## config.mk

```make
export PLATFORM = sky130hd
export DESIGN_NAME = wcf_kernel
export DESIGN_NICKNAME = d
export VERILOG_FILES = /design/src/design/wcf_pkg.sv /design/src/design/wcf_kernel.sv
export SDC_FILE = /design/constraint.sdc
export NUM_CORES = 1
export LEC_CHECK = 0
export ABC_AREA = 1
export BUFFER_PORTS_ARGS = -buffer_cell sky130_fd_sc_hd__buf_2
export CAP_MARGIN = 40
export CORE_ASPECT_RATIO = 1.2
export CORE_MARGIN = 3
export CORE_UTILIZATION = 45
export DETAILED_ROUTE_END_ITERATION = 8
export SETUP_SLACK_MARGIN = 0.4
export SYNTH_ARGS = -nofsm -noshare
export SYNTH_HDL_FRONTEND = slang
export SYNTH_SLANG_ARGS = --single-unit
```

## constraint.sdc

```tcl
create_clock -name clk -period 18.1 [get_ports clk]
set_clock_uncertainty 0.1 [all_clocks]
set_input_delay 0.905 -clock clk [delete_from_list [all_inputs] [get_ports clk]]
set_output_delay 0.905 -clock clk [all_outputs]
set_load 0.01 [all_outputs]
```

## src/design/wcf_pkg.sv

```systemverilog
// Shared types, register map, kernel codes and fixed-point constants
// for the window convolution filter. No dependencies.
`default_nettype none

package wcf_pkg;

    localparam int PIX_W   = 8;
    localparam int COORD_W = 10;
    localparam int SIZE_W  = 11;
    localparam int MODE_W  = 3;
    localparam int SUM_W   = 12;

    localparam int CFG_AW = 4;
    localparam int CFG_DW = 32;

    localparam int DEF_MAX_WIDTH  = 1024;
    localparam int DEF_MAX_HEIGHT = 1024;

    // Register indexes, taken from paddr[3:2].
    localparam logic [1:0] REG_KERNEL_MODE  = 2'd0;
    localparam logic [1:0] REG_IMAGE_WIDTH  = 2'd1;
    localparam logic [1:0] REG_IMAGE_HEIGHT = 2'd2;

    localparam logic [MODE_W-1:0] RST_KERNEL_MODE = 3'd0;
    localparam logic [SIZE_W-1:0] RST_IMAGE_SIZE  = 11'd512;

    // Kernel selection codes.
    localparam logic [MODE_W-1:0] MODE_BOX       = 3'd0;
    localparam logic [MODE_W-1:0] MODE_GAUSS     = 3'd1;
    localparam logic [MODE_W-1:0] MODE_PREWITT_X = 3'd2;
    localparam logic [MODE_W-1:0] MODE_PREWITT_Y = 3'd3;
    localparam logic [MODE_W-1:0] MODE_SOBEL_X   = 3'd4;
    localparam logic [MODE_W-1:0] MODE_SOBEL_Y   = 3'd5;
    localparam logic [MODE_W-1:0] MODE_LAPLACE   = 3'd6;
    localparam logic [MODE_W-1:0] MODE_SHARPEN   = 3'd7;

    // Box weight numerator; the divide by 100000 is a shift by 5 followed
    // by a multiply with the rounded-up reciprocal of 3125 scaled by 2^32.
    localparam logic [13:0] BOX_NUM    = 14'd11111;
    localparam logic [20:0] RECIP_3125 = 21'd1374390;
    // Divide by 3 for magnitudes up to 765: multiply by 683, shift by 11.
    localparam logic [9:0]  RECIP_3    = 10'd683;

    // Window pixels indexed [row][column], row 0 is the top, column 0 the left.
    typedef logic [2:0][2:0][PIX_W-1:0] window_t;

    typedef struct packed {
        logic [COORD_W-1:0] center_row;
        logic [COORD_W-1:0] center_col;
        logic               frame_last;
    } pos_t;

endpackage

`default_nettype wire

```

## src/design/wcf_kernel.sv

```systemverilog
// Three-stage kernel datapath: window sums, first multiply, final
// multiply and result register. Depends on wcf_pkg.
`default_nettype none

module wcf_kernel
    import wcf_pkg::*;
(
    input  wire logic              clk,
    input  wire logic              rst_n,
    input  wire logic [MODE_W-1:0] kernel_mode,
    input  wire logic              win_valid,
    output logic                   win_ready,
    input  wire window_t           win,
    input  wire pos_t              pos,
    output logic                   out_valid,
    input  wire logic              out_ready,
    output logic [PIX_W-1:0]       pixel_out,
    output pos_t                   out_pos
);

    logic signed [12:0] px [3][3];
    logic signed [12:0] sum_all, gauss_sum, prewitt_x, prewitt_y;
    logic signed [12:0] sobel_x, sobel_y, lap_val, sharp_val, sel_val;
    logic [11:0]        sel_mag;
    logic [9:0]         pre_next;

    logic              k1_valid_reg, k1_valid_next;
    logic [MODE_W-1:0] k1_mode_reg;
    logic [SUM_W-1:0]  k1_sum_reg;
    logic [9:0]        k1_pre_reg;
    pos_t              k1_pos_reg;

    logic              k2_valid_reg, k2_valid_next;
    logic [MODE_W-1:0] k2_mode_reg;
    logic [19:0]       k2_quot_reg;
    logic [PIX_W-1:0]  k2_pre_reg;
    pos_t              k2_pos_reg;

    logic              k3_valid_reg, k3_valid_next;
    logic [PIX_W-1:0]  k3_pix_reg;
    pos_t              k3_pos_reg;

    logic              k1_move, k2_move, k3_load, k2_load;
    logic [25:0]       box_prod;
    logic [19:0]       third_prod;
    logic [40:0]       final_prod;
    logic              k1_prewitt;

    assign k3_load   = !k3_valid_reg || out_ready;
    assign k2_move   = k2_valid_reg && k3_load;
    assign k2_load   = !k2_valid_reg || k2_move;
    assign k1_move   = k1_valid_reg && k2_load;
    assign win_ready = !k1_valid_reg || k1_move;

    // Stage 1: all kernel sums in parallel, then the selected one reduced.
    always_comb
    begin
        for (int r = 0; r < 3; r++)
        begin
            for (int c = 0; c < 3; c++)
            begin
                px[r][c] = $signed({5'b0, win[r][c]});
            end
        end
        sum_all = px[0][0] + px[0][1] + px[0][2] + px[1][0] + px[1][1] + px[1][2]
                + px[2][0] + px[2][1] + px[2][2];
        gauss_sum = px[0][0] + (px[0][1] <<< 1) + px[0][2]
                  + (px[1][0] <<< 1) + (px[1][1] <<< 2) + (px[1][2] <<< 1)
                  + px[2][0] + (px[2][1] <<< 1) + px[2][2];
        prewitt_x = (px[0][2] + px[1][2] + px[2][2]) - (px[0][0] + px[1][0] + px[2][0]);
        prewitt_y = (px[2][0] + px[2][1] + px[2][2]) - (px[0][0] + px[0][1] + px[0][2]);
        sobel_x = (px[0][2] - px[0][0]) + ((px[1][2] - px[1][0]) <<< 1)
                + (px[2][2] - px[2][0]);
        sobel_y = (px[2][0] - px[0][0]) + ((px[2][1] - px[0][1]) <<< 1)
                + (px[2][2] - px[0][2]);
        lap_val   = (px[1][1] <<< 3) + px[1][1] - sum_all;
        sharp_val = (px[1][1] <<< 3) + (px[1][1] <<< 1) - sum_all;

        case (kernel_mode)
            MODE_GAUSS:     sel_val = gauss_sum;
            MODE_PREWITT_X: sel_val = prewitt_x;
            MODE_PREWITT_Y: sel_val = prewitt_y;
            MODE_SOBEL_X:   sel_val = sobel_x;
            MODE_SOBEL_Y:   sel_val = sobel_y;
            MODE_LAPLACE:   sel_val = lap_val;
            default:        sel_val = sharp_val;
        endcase
        sel_mag = sel_val[12] ? 12'(-sel_val) : 12'(sel_val);

        case (kernel_mode)
            MODE_GAUSS:     pre_next = {2'b0, gauss_sum[11:4]};
            MODE_PREWITT_X: pre_next = sel_mag[9:0];
            MODE_PREWITT_Y: pre_next = sel_mag[9:0];
            MODE_SOBEL_X:   pre_next = {2'b0, sel_mag[9:2]};
            MODE_SOBEL_Y:   pre_next = {2'b0, sel_mag[9:2]};
            MODE_LAPLACE:   pre_next = {2'b0, sel_mag[10:3]};
            MODE_SHARPEN:
            begin
                if (sel_val[12])
                    pre_next = '0;
                else if (sel_val > 13'sd255)
                    pre_next = 10'd255;
                else
                    pre_next = {2'b0, sel_val[7:0]};
            end
            default:        pre_next = '0;
        endcase
    end

    // Stage 2 multiplies: box numerator, and the divide by 3 for Prewitt.
    assign box_prod   = {14'b0, k1_sum_reg} * {12'b0, BOX_NUM};
    assign third_prod = {10'b0, k1_pre_reg} * {10'b0, RECIP_3};
    assign k1_prewitt = (k1_mode_reg == MODE_PREWITT_X) || (k1_mode_reg == MODE_PREWITT_Y);

    // Stage 3 multiply: remaining divide by 3125 of the box path.
    assign final_prod = {21'b0, k2_quot_reg} * {20'b0, RECIP_3125};

    always_comb
    begin
        k1_valid_next = k1_valid_reg;
        if (win_valid && win_ready)
            k1_valid_next = 1'b1;
        else if (k1_move)
            k1_valid_next = 1'b0;

        k2_valid_next = k2_valid_reg;
        if (k1_move)
            k2_valid_next = 1'b1;
        else if (k2_move)
            k2_valid_next = 1'b0;

        k3_valid_next = k3_valid_reg;
        if (k2_move)
            k3_valid_next = 1'b1;
        else if (out_ready)
            k3_valid_next = 1'b0;
    end

    always_ff @(posedge clk or negedge rst_n)
    begin
        if (!rst_n)
        begin
            k1_valid_reg <= 1'b0;
            k2_valid_reg <= 1'b0;
            k3_valid_reg <= 1'b0;
        end
        else
        begin
            k1_valid_reg <= k1_valid_next;
            k2_valid_reg <= k2_valid_next;
            k3_valid_reg <= k3_valid_next;
        end
    end

    always_ff @(posedge clk)
    begin
        if (win_valid && win_ready)
        begin
            k1_mode_reg <= kernel_mode;
            k1_sum_reg  <= SUM_W'(sum_all);
            k1_pre_reg  <= pre_next;
            k1_pos_reg  <= pos;
        end
        if (k1_move)
        begin
            k2_mode_reg <= k1_mode_reg;
            k2_quot_reg <= box_prod[24:5];
            k2_pre_reg  <= k1_prewitt ? third_prod[18:11] : k1_pre_reg[7:0];
            k2_pos_reg  <= k1_pos_reg;
        end
        if (k2_move)
        begin
            k3_pix_reg <= (k2_mode_reg == MODE_BOX) ? final_prod[39:32] : k2_pre_reg;
            k3_pos_reg <= k2_pos_reg;
        end
    end

    assign out_valid = k3_valid_reg;
    assign pixel_out = k3_pix_reg;
    assign out_pos   = k3_pos_reg;

endmodule

`default_nettype wire

```

Yosys cells after proc, flatten, opt, wreduce, memory -nomap -nowiden. Index checks and enable logic that the tools add are counted. Widths: inputs -> output; s select.

Bits in registers: 130. Bits of input ports: 100. Output and inout bits: 31. Word-level logic and storage cells: 100.

Add/sub/neg operators: 39. $mul: 3. Order comparisons: 1. Equality and inequality tests: 9. Muxes and demuxes: 13. Reductions and logical operators: 16.

Operator list (number): $add 13x9->13 (8); $pmux 13 s6 (1); $sub 8x8->9 (6); $pmux 10 s5 (1); $add 11x9->12 (4); $add 9x8->10 (4); $mul 20x20->39 const B (1); $add 8x8->9 (4); $mux 8 (4); $add 13x10->13 (2); $sub 13x13->13 (2); $mul 12x14->25 const B (1); $add 9x10->11 (2); $sub 10x10->11 (2); $mul 10x10->19 const B (1); $add 12x10->13 (1); $gt 13x9->1 const B (1); $add 11x8->12 (1); $eq 3x2->1 const B (4); $eq 3x3->1 const B (4); $add 10x8->11 (1); $mux 11 (1); $neg 11->11 (1); $add 8x9->10 (1); 8 further kinds (23).

Logic depth before layout (Yosys ltp). Gate-level depths: netlist of run 1.

Depth in word-level cells: 14. Gate-level depth with buffers: 38. Mapped depth without buffers: 38.

Least setup slack after synthesis of run 1. No wires, ideal clock.

Kind: input port to flip-flop. Start point: in win[51] in the netlist's numbering. End point: reg k1_pre_reg[1], data pin. Setup time: 0.263 ns. Data arrival time: 6.020 ns. Data required time: 17.737 ns. Path slack: 11.718 ns. Stages: 33. Path buffers: 0. Cells stage by stage: inv_1 > fa_1 > inv_1 > fa_1 > inv_1 > fa_1 > inv_1 > fa_1 > ha_1 > a21oi_1 > nand2_1 > a21oi_1 > o21bai_1 > nand2_1 > nand2_1 > a21oi_1 > nor2_1 > o21ai_0 > nand2_1 > xor2_1 > inv_1 > ha_1 > inv_1 > nor3_1 > o21ai_0 > nand4_1 > nand2_1 > o21ai_1 > nand2_1 > nand2_1 > nor2_1 > nor3_2 > nand3_1.

Cells in the longest elaborated chain, start to end: 9. Elaborated cells between the ends (all ways): 25. Classes of those cells: add/sub (19); order compare (1); mux (5).

Ends and longest elaborated chain: from (decl) (line wcf_kernel.sv:13) `input wire window_t win,`; $add 13x9->13 (*) (3 in series) (line wcf_kernel.sv:66) `+ px[2][0] + px[2][1] + px[2][2];`; net sum_all[10] (line wcf_kernel.sv:22) `logic signed [12:0] sum_all, gauss_sum, prewitt_x, prewitt_y;`; $sub 13x13->13, on equally long branches (line wcf_kernel.sv:77, wcf_kernel.sv:76); $pmux 13 s6 (*) (line wcf_kernel.sv:79) `case (kernel_mode)`; $gt 13x9->1 (line wcf_kernel.sv:101) `else if (sel_val > 13'sd255)`; $mux 8 (line wcf_kernel.sv:101); $mux 8 (line wcf_kernel.sv:99) `if (sel_val[12])`; $pmux 10 s5 (*) (line wcf_kernel.sv:90) `case (kernel_mode)`; net pre_next[1] (line wcf_kernel.sv:25) `logic [9:0] pre_next;`; to (signal assigned) (line wcf_kernel.sv:161) `k1_pre_reg <= pre_next;`; to (decl) (line wcf_kernel.sv:30) `logic [9:0] k1_pre_reg;`.

Mark *: on every way through the listed nets, which the timed path passes. The rest lies on a longest branch. A chain may end at the register's enable or synchronous reset.

Worst setup path in the final report of run 1.
Start point: in win[17] in the netlist's numbering. End point: reg k1_pre_reg[3], data pin.

Cells in the longest elaborated chain, start to end: 13. Elaborated cells between the ends (all ways): 32. Classes of those cells: add/sub (26); order compare (1); mux (5).

Ends and longest elaborated chain: $add 9x8->10 (*) (line wcf_kernel.sv:65) `sum_all = px[0][0] + px[0][1] + px[0][2] + px[1][0] + px[1][1] + px[1][2]`; $add 13x9->13 (*) (3 in series) (line wcf_kernel.sv:65); $add 13x9->13 (*) (3 in series) (line wcf_kernel.sv:66); net sum_all[10] (line wcf_kernel.sv:22); $sub 13x13->13, on equally long branches (line wcf_kernel.sv:77, wcf_kernel.sv:76); $pmux 13 s6 (*) (line wcf_kernel.sv:79); $gt 13x9->1 (line wcf_kernel.sv:101); $mux 8 (line wcf_kernel.sv:101); $mux 8 (line wcf_kernel.sv:99); $pmux 10 s5 (*) (line wcf_kernel.sv:90); net pre_next[3] (line wcf_kernel.sv:25).

Marked as above.

==> key figures, run 1 <==
GRT
  • GRT overflow: 0
  • First-pass GRT wire length: approximately 120 mm
  • Met1 Track Usage GR: about a quarter
  • Busiest layer in global routing: met2
  • Gr usage total: 24.0%
  • Initial antenna violation count: 8
  • Grt met3 use: about 1.7%
  • Largest net degree at the start of global routing: 40
  • Vias in the first global route: roughly 23000
  • Met2 Use GR: a little under half

Finish
  • Layout fillers: 6123
  • Most common cell after layout, fill and taps aside: inv_1
  • Area Growth Syn to Fin: 7.98%
  • Nets: roughly 4400
  • Layout cells sized above 1: under 10%
  • Most frequent cells in the layout: inv_1 (880), ha_1 (502), nand2_1 (484)

Timing
  • Worst Max-Slew Pin Slew: about 0.77 ns
  • Slew Viols, Final: 0
  • Max Fclk: 143 MHz
  • RSZ-0062 raised after global routing: no
  • Final period util: between 30% and 40%
  • Period minus WS final: 7.02 ns
  • Worst slew margin: between 40% and 50%
  • Final hold vios: 0
  • Final setup TNS: 0 ns
  • Count of final setup violators: 0

Critical path
  • Setup CP Type: input port to flop
  • Reg-to-reg startpoint: k2_quot_reg[5]
  • Crit-path max cell delay: 0.47 ns
  • CP dominant cell by count: inv_1
  • Reg2Reg Depth: 20
  • Worst path slowest cell: fa_1
  • FF-to-FF End: pixel_out[0]
  • R2r setup slk: between 10 and 15 ns
  • Critical path required time: 18.17 ns
  • Setup crit start kind: input port
  • CP Max Fanout: 8
  • Crit path arrival time: approximately 7.1 ns
  • Critical path capture point type: flop

Synth
  • Synth Warn #: 0
  • Mapped Cells: roughly 3300
  • Synth Net Count: 4280
  • Mapped Area: 28500 um^2
  • Distinct cell type count after synthesis: 48
  • Avg Inst Size Synth: 8.74 um^2
  • Sequential area share after synthesis: a little over an eighth
  • #FFs+latches synth: 130

Routing
  • TritonRoute pass-1 iters: 6
  • Total wire length: a little under 80 mm
  • DRC viols: 0
  • Post-DR vias/cell: ~5
  • Drt wl/cell: roughly 18 um
  • Vias: roughly 21000
  • DRT antenna net count: 0
  • Number of DRC markers in iteration 0: just over 900

CTS
  • H-tree depth: 4
  • Clock latency on the worst-skew pair: 0.43 ns
  • TritonCTS clock tree: done
  • TritonCTS Buffers: 17
  • Clock tree sinks: 130
  • Clock transition at path regs: approximately 0.070 ns
  • Post-CTS Setup Inserts: 0
  • Hold_buf cts: 0
  • CTS resizes: 0
  • Clock root buffer: clkbuf_16
  • CTS max path bufs: 2

Floorplanning
  • # IOs: between 100 and 150
  • Starting density of the core: a little under half
  • Die Area: about 66000 um^2
  • Core box area: slightly above 60000 um^2
  • Die W: around 240 um
  • Row count: 100
  • Die Height: between 200 and 300 um

Min path
  • Min-delay worst type: input port to asynchronous set/reset pin

Status
  • Outcome: completed

Placed design
  • Port bufs: 130
  • Hpwl dp: approximately 69 mm
  • RD Place Congestion: just over 1

Job
  • Max Cap Viol: 0
[worst max path at each step]
stage / startpoint / to / slack (ns) / depth (start not counted)
floorplan: win[51] / k1_pre_reg[1] / 11.72 / 33
finish: win[17] / k1_pre_reg[3] / 11.08 / 37
global route: win[17] / k1_pre_reg[4] / 10.66 / 38
CTS: win[17] / k1_pre_reg[3] / 11.17 / 37
global placement: win[17] / k1_pre_reg[3] / 10.80 / 37
detailed placement: win[17] / k1_pre_reg[3] / 10.71 / 37
[cell type report]
class,instances,area (um^2),share of cell area (%)
multi-input cells,2234,21200,68.9
well taps,816,1020,3.32
clock buffers,17,425,1.38
flip-flops and latches,130,3890,12.6
inverters,886,3330,10.8
repair buffers,140,737,2.40
diodes,6,15.0,0.0488
clock inverters,15,140,0.456
[worst max-delay path: cells and delay by family]
| family | cells | cell delay (ns) |
|---|---|---|
| AOI/OAI and AO/OA | 8 | 1.36 |
| xor gates and xnor gates | 2 | 0.44 |
| adders and majority gates | 7 | 2.32 |
| buffers and inverters | 9 | 0.88 |
| and+or+nand+nor | 11 | 1.17 |
[per-layer routing]
layer	wire length, um	part of all wire (%)	vias up
li1	-	-	10500
met1	29800	38	10400
met2	41200	53	450
met3	1970	2.5	172
met4	4490	5.8	2
met5	15	0.019	-
[cell families after synthesis]
kind of cell             after synthesis  share of synthesized area, %
buffers and inverters                894                          11.9
AO/OA/AOI/OAI                        304                          5.93
AND/OR/NAND/NOR                      916                          14.1
flip-flops                           130                          13.7
adder cells (fa/ha/maj)              922                          51.6
XOR/XNOR                              92                          2.83
[synth_stat cells, drive strengths merged]
master   count  share of area, %
a211oi       3             0.079
a21boi       3             0.079
a21o         6              0.16
a21oi      167               2.9
a221oi       2             0.061
a31oi        8              0.18
and2         1             0.022
and3         2             0.044
buf          7              0.23
clkbuf       1             0.013
dfrtp        3              0.26
edfxtp     127                13
fa         420                30
ha         502                22
inv        886                12
nand2      491               6.6
nand3      174               3.1
nand3b      16              0.42
nand4       39              0.86
nor2       155               2.2
nor3        18              0.49
nor3b        2             0.053
nor4         5              0.11
o2111ai      4              0.12
o211ai       2             0.053
o21a        12              0.32
o21ai       73               1.3
o21bai      21              0.57
o221a        1             0.040
o311a        1             0.035
o31ai        1             0.026
or2         13              0.29
xnor2       43               1.3
xor2        49               1.5
[stage by stage]
step	hold WS, ns	instances	util [%]	setup slack, ns	cell area (um^2)
final	0.160	4244	49.4	11.08	30800
after global routing	0.146	4242	49.4	10.66	30800
after CTS	0.138	4238	49.3	11.17	30700
after detailed placement	0.305	4206	48.4	10.71	30200
after global placement	0.300	4202	48.4	10.80	30100
after floorplan	0.300	3258	-	11.72	28500
Power of run 1 is not shown: default switching activity piles up to over one toggle a cycle in this logic, so the estimate is an artifact.
==> inputs of run 2 (changes only) <==
--- a/config.mk
+++ b/config.mk
@@ -5,7 +5,7 @@
 export SDC_FILE = /design/constraint.sdc
 export NUM_CORES = 1
 export LEC_CHECK = 0
-export ABC_AREA = 1
+export ABC_AREA = 0
 export BUFFER_PORTS_ARGS = -buffer_cell sky130_fd_sc_hd__buf_2
 export CAP_MARGIN = 40
 export CORE_ASPECT_RATIO = 1.2
==> constraint.sdc (replaced) <==
create_clock -name clk -period 6.5 [get_ports clk]
set_clock_uncertainty 0.1 [all_clocks]
set_input_delay 0.325 -clock clk [delete_from_list [all_inputs] [get_ports clk]]
set_output_delay 0.325 -clock clk [all_outputs]
set_load 0.01 [all_outputs]
==> run 2 against run 1 <==
  * Register-to-register slack got worse by 12 ns
  * Critical path depth fell by 15
  * Core utilization rose by 4.7 points
  * Clock-buffer cell count did not move
  * Largest cell class unchanged
  * Final area rose by 3.0%
  * Area after synthesis fell by 5.9%
  * Cell count fell by 9.8%
  * Global-route usage fell by 0.23 points
  * Worst hold slack got worse by 0.051 ns
  * Synthesized cell count fell by 19%
==> key figures, run 2 <==
CTS
  • H-tree depth: 4 (unchanged)
  • Clock tree sinks: 130 (unchanged)
  • TritonCTS Buffers: 17 (unchanged)
  • Clock root buffer: clkbuf_16
  • Clock transition at path regs: 0.07 ns (about the same)
  • TritonCTS clock tree: done
  • Clock latency on the worst-skew pair: 0.42 ns (about the same)
  • CTS max path bufs: 2 (unchanged)

Status
  • Outcome: completed

Timing
  • Worst Max-Slew Pin Slew: 0.722 ns (-0.0451 ns)
  • Max Fclk: 156 MHz
  • Slew Viols, Final: 0 (unchanged)
  • Period minus WS final: 6.42 ns
  • Final setup TNS: 0 ns (unchanged)
  • Final period util: 98.7%
  • RSZ-0062 raised after global routing: yes
  • Final hold vios: 0 (unchanged)
  • Count of final setup violators: 0 (unchanged)
  • Worst slew margin: 51.7% (+2.9 points)

Synth
  • Post-synth ARST share: 2.31% (unchanged)
  • Sequential area share after synthesis: 14.5% (+0.86 points)
  • Mapped Area: 26800 um^2 (-5.9%)
  • Top post-synthesis cells by count: inv_1 (740), ha_1 (502), fa_1 (420)
  • Synth Warn #: 0 (unchanged)
  • Top cell type by total area after synthesis: fa_1
  • #FFs+latches synth: 130 (unchanged)
  • Synth Net Count: 3659 (-15%)
  • Number of synthesized flops with an enable pin: 127 (unchanged)
  • Top_reg_cell synth: edfxtp_1
  • Distinct cell type count after synthesis: 81 (+69%)
  • Synth top area cells: fa_1 (31%), ha_1 (23%), edfxtp_1 (14%)
  • Top-area cell type share of the netlist area: 31.4% (+1.9 points)
  • Mapped Cells: 2637 (-19%)
  • Avg Inst Size Synth: 10.2 um^2 (+16%)
  • Count leader, synth: inv_1

GRT
  • Largest net degree at the start of global routing: 53 (+33%)
  • First-pass GRT wire length: 116 mm (-5.9%)
  • Initial antenna violation count: 1 (-7)
  • GRT overflow: 0 (unchanged)
  • Gr usage total: 23.8% (-0.23 points)
  • Vias in the first global route: 21900 (-4.1%)

Placed design
  • Port bufs: 130 (unchanged)
  • Inst Count DP: 3750 (-11%)
  • Area of placed instances: 30100 um^2 (-0.33%)
  • Hpwl dp: 64.2 mm (-7.2%)
  • RD Place Congestion: 0.990 (-3.0%)

Finish
  • N_diodes: 0 (-6)
  • Most frequent cells in the layout: inv_1 (727), ha_1 (486), fa_1 (411)
  • Nets: 4043 (-8.8%)
  • Fin util: 54.1% (+4.7 points)
  • Layout cells sized above 1: 17.6% (+11 points)
  • Design area: 31700 um^2 (+3.0%)
  • Most common cell after layout, fill and taps aside: inv_1
  • Area Growth Syn to Fin: 18.3%
  • Layout fillers: 5314 (-13%)
  • Non-Filler Instances: 3826 (-9.8%)

Floorplanning
  • # IOs: 131 (unchanged)
  • Die Height: 273 um (-3.0%)
  • Die W: 229 um (-2.9%)
  • Starting density of the core: 45.7% (about the same)
  • Die Area: 62500 um^2 (-5.8%)
  • Core box area: 58600 um^2 (-5.9%)
  • Row count: 97 (-3.0%)

Critical path
  • Critical path required time: 6.55 ns (-11.62 ns)
  • Setup CP Type: flop to flop
  • Setup crit start kind: flop
  • CP Max Fanout: 6 (-2)
  • Crit path arrival time: 6.46 ns (-0.63 ns)
  • Critical path capture point type: flop
  • Reg2Reg Depth: 22 (+10%)

Routing
  • Drt wl/cell: 18.9 um (+3.8%)
  • DRT antenna net count: 0 (unchanged)
  • Post-DR vias/cell: 5.13 (+1.3%)
  • Total wire length: 72.5 mm (-6.4%)
  • Number of DRC markers in iteration 0: 863 (-6.5%)
  • TritonRoute pass-1 iters: 5 (-1)
  • DRC viols: 0 (unchanged)
  • Vias: 19600 (-8.7%)

Min path
  • Min-delay worst type: input port to flop
  • Min-Delay Path Depth: 4

Job
  • Max Cap Viol: 0 (unchanged)
[run 2: cell families after synthesis]
kind of cell,Yosys count,share of synthesized area [%]
xor gates and xnor gates,137,4.48
AOI/OAI and AO/OA,387,9.48
and+or+nand+nor,291,5.53
muxes,11,0.430
adders and majority gates,922,54.8
buffers and inverters,759,10.7
DFF,130,14.5
[run 2: per-layer routing]
metal	GRT usage [%]	vias to the layer above	routed length (um)
li1	-	9257	-
met3	2.08	151	2120
met5	0	-	0
met1	26.6	9809	27800
met4	8.89	0	3170
met2	46.7	416	39300
[run 2: what timing repair did]
| action | CTS | global route |
|---|---|---|
| setup buffers | 12 | 9 |
| hold endpoints to repair | 25 | 0 |
| pin swaps | 42 | 51 |
| endpoints found under the setup margin | 17 | 18 |
| hold buffers | 23 | 0 |
| gates resized for setup | 70 | 65 |
[run 2: cell type report]
type,instances,area [um^2],share of cell area [%]
inverter,742,2790,8.81
sequential,130,3890,12.3
tap,792,991,3.13
clock inverter,15,163,0.513
multi-input combinational,1748,20600,65.1
clock buffer,17,425,1.34
timing repair buffer,382,2790,8.79
[run 2: path summary, 6_finish.rpt]
path	endpoint	slack (ns)	start
min in group asynchronous	out_valid	0.12	rst_n
max	pixel_out[7]	0.08	k2_quot_reg[6]
min	k2_valid_reg	0.11	out_ready
min reg2reg	out_pos[3]	0.31	k2_pos_reg[3]
max reg2reg	pixel_out[7]	0.08	k2_quot_reg[6]
max in group asynchronous	k1_valid_reg	6.07	rst_n
[run 2: critical path, cell delays in order (launching register included)]
cell	delay, ns
edfxtp_1	0.41
buf_12	0.17
fa_1	0.47
ha_1	0.31
fa_1	0.46
fa_1	0.56
inv_1	0.07
fa_1	0.54
inv_1	0.05
fa_1	0.47
fa_1	0.47
ha_2	0.22
a2111oi_2	0.33
o21ai_1	0.11
o211ai_1	0.13
nand3_1	0.16
a31o_4	0.27
a41oi_4	0.21
buf_6	0.15
a21oi_4	0.06
a31oi_1	0.17
xnor2_1	0.14
o21ai_1	0.08
[run 2: metrics by stage]
stage | hold WS, ns | setup slack, ns
after floorplan | -0.0706 | 0.185
after global placement | 0.0208 | -0.367
after detailed placement | 0.0227 | -0.419
after CTS | 0.0895 | -0.0189
after global routing | 0.105 | -0.0802
final | 0.109 | 0.0836
Power of run 2 is left out for the same reason.
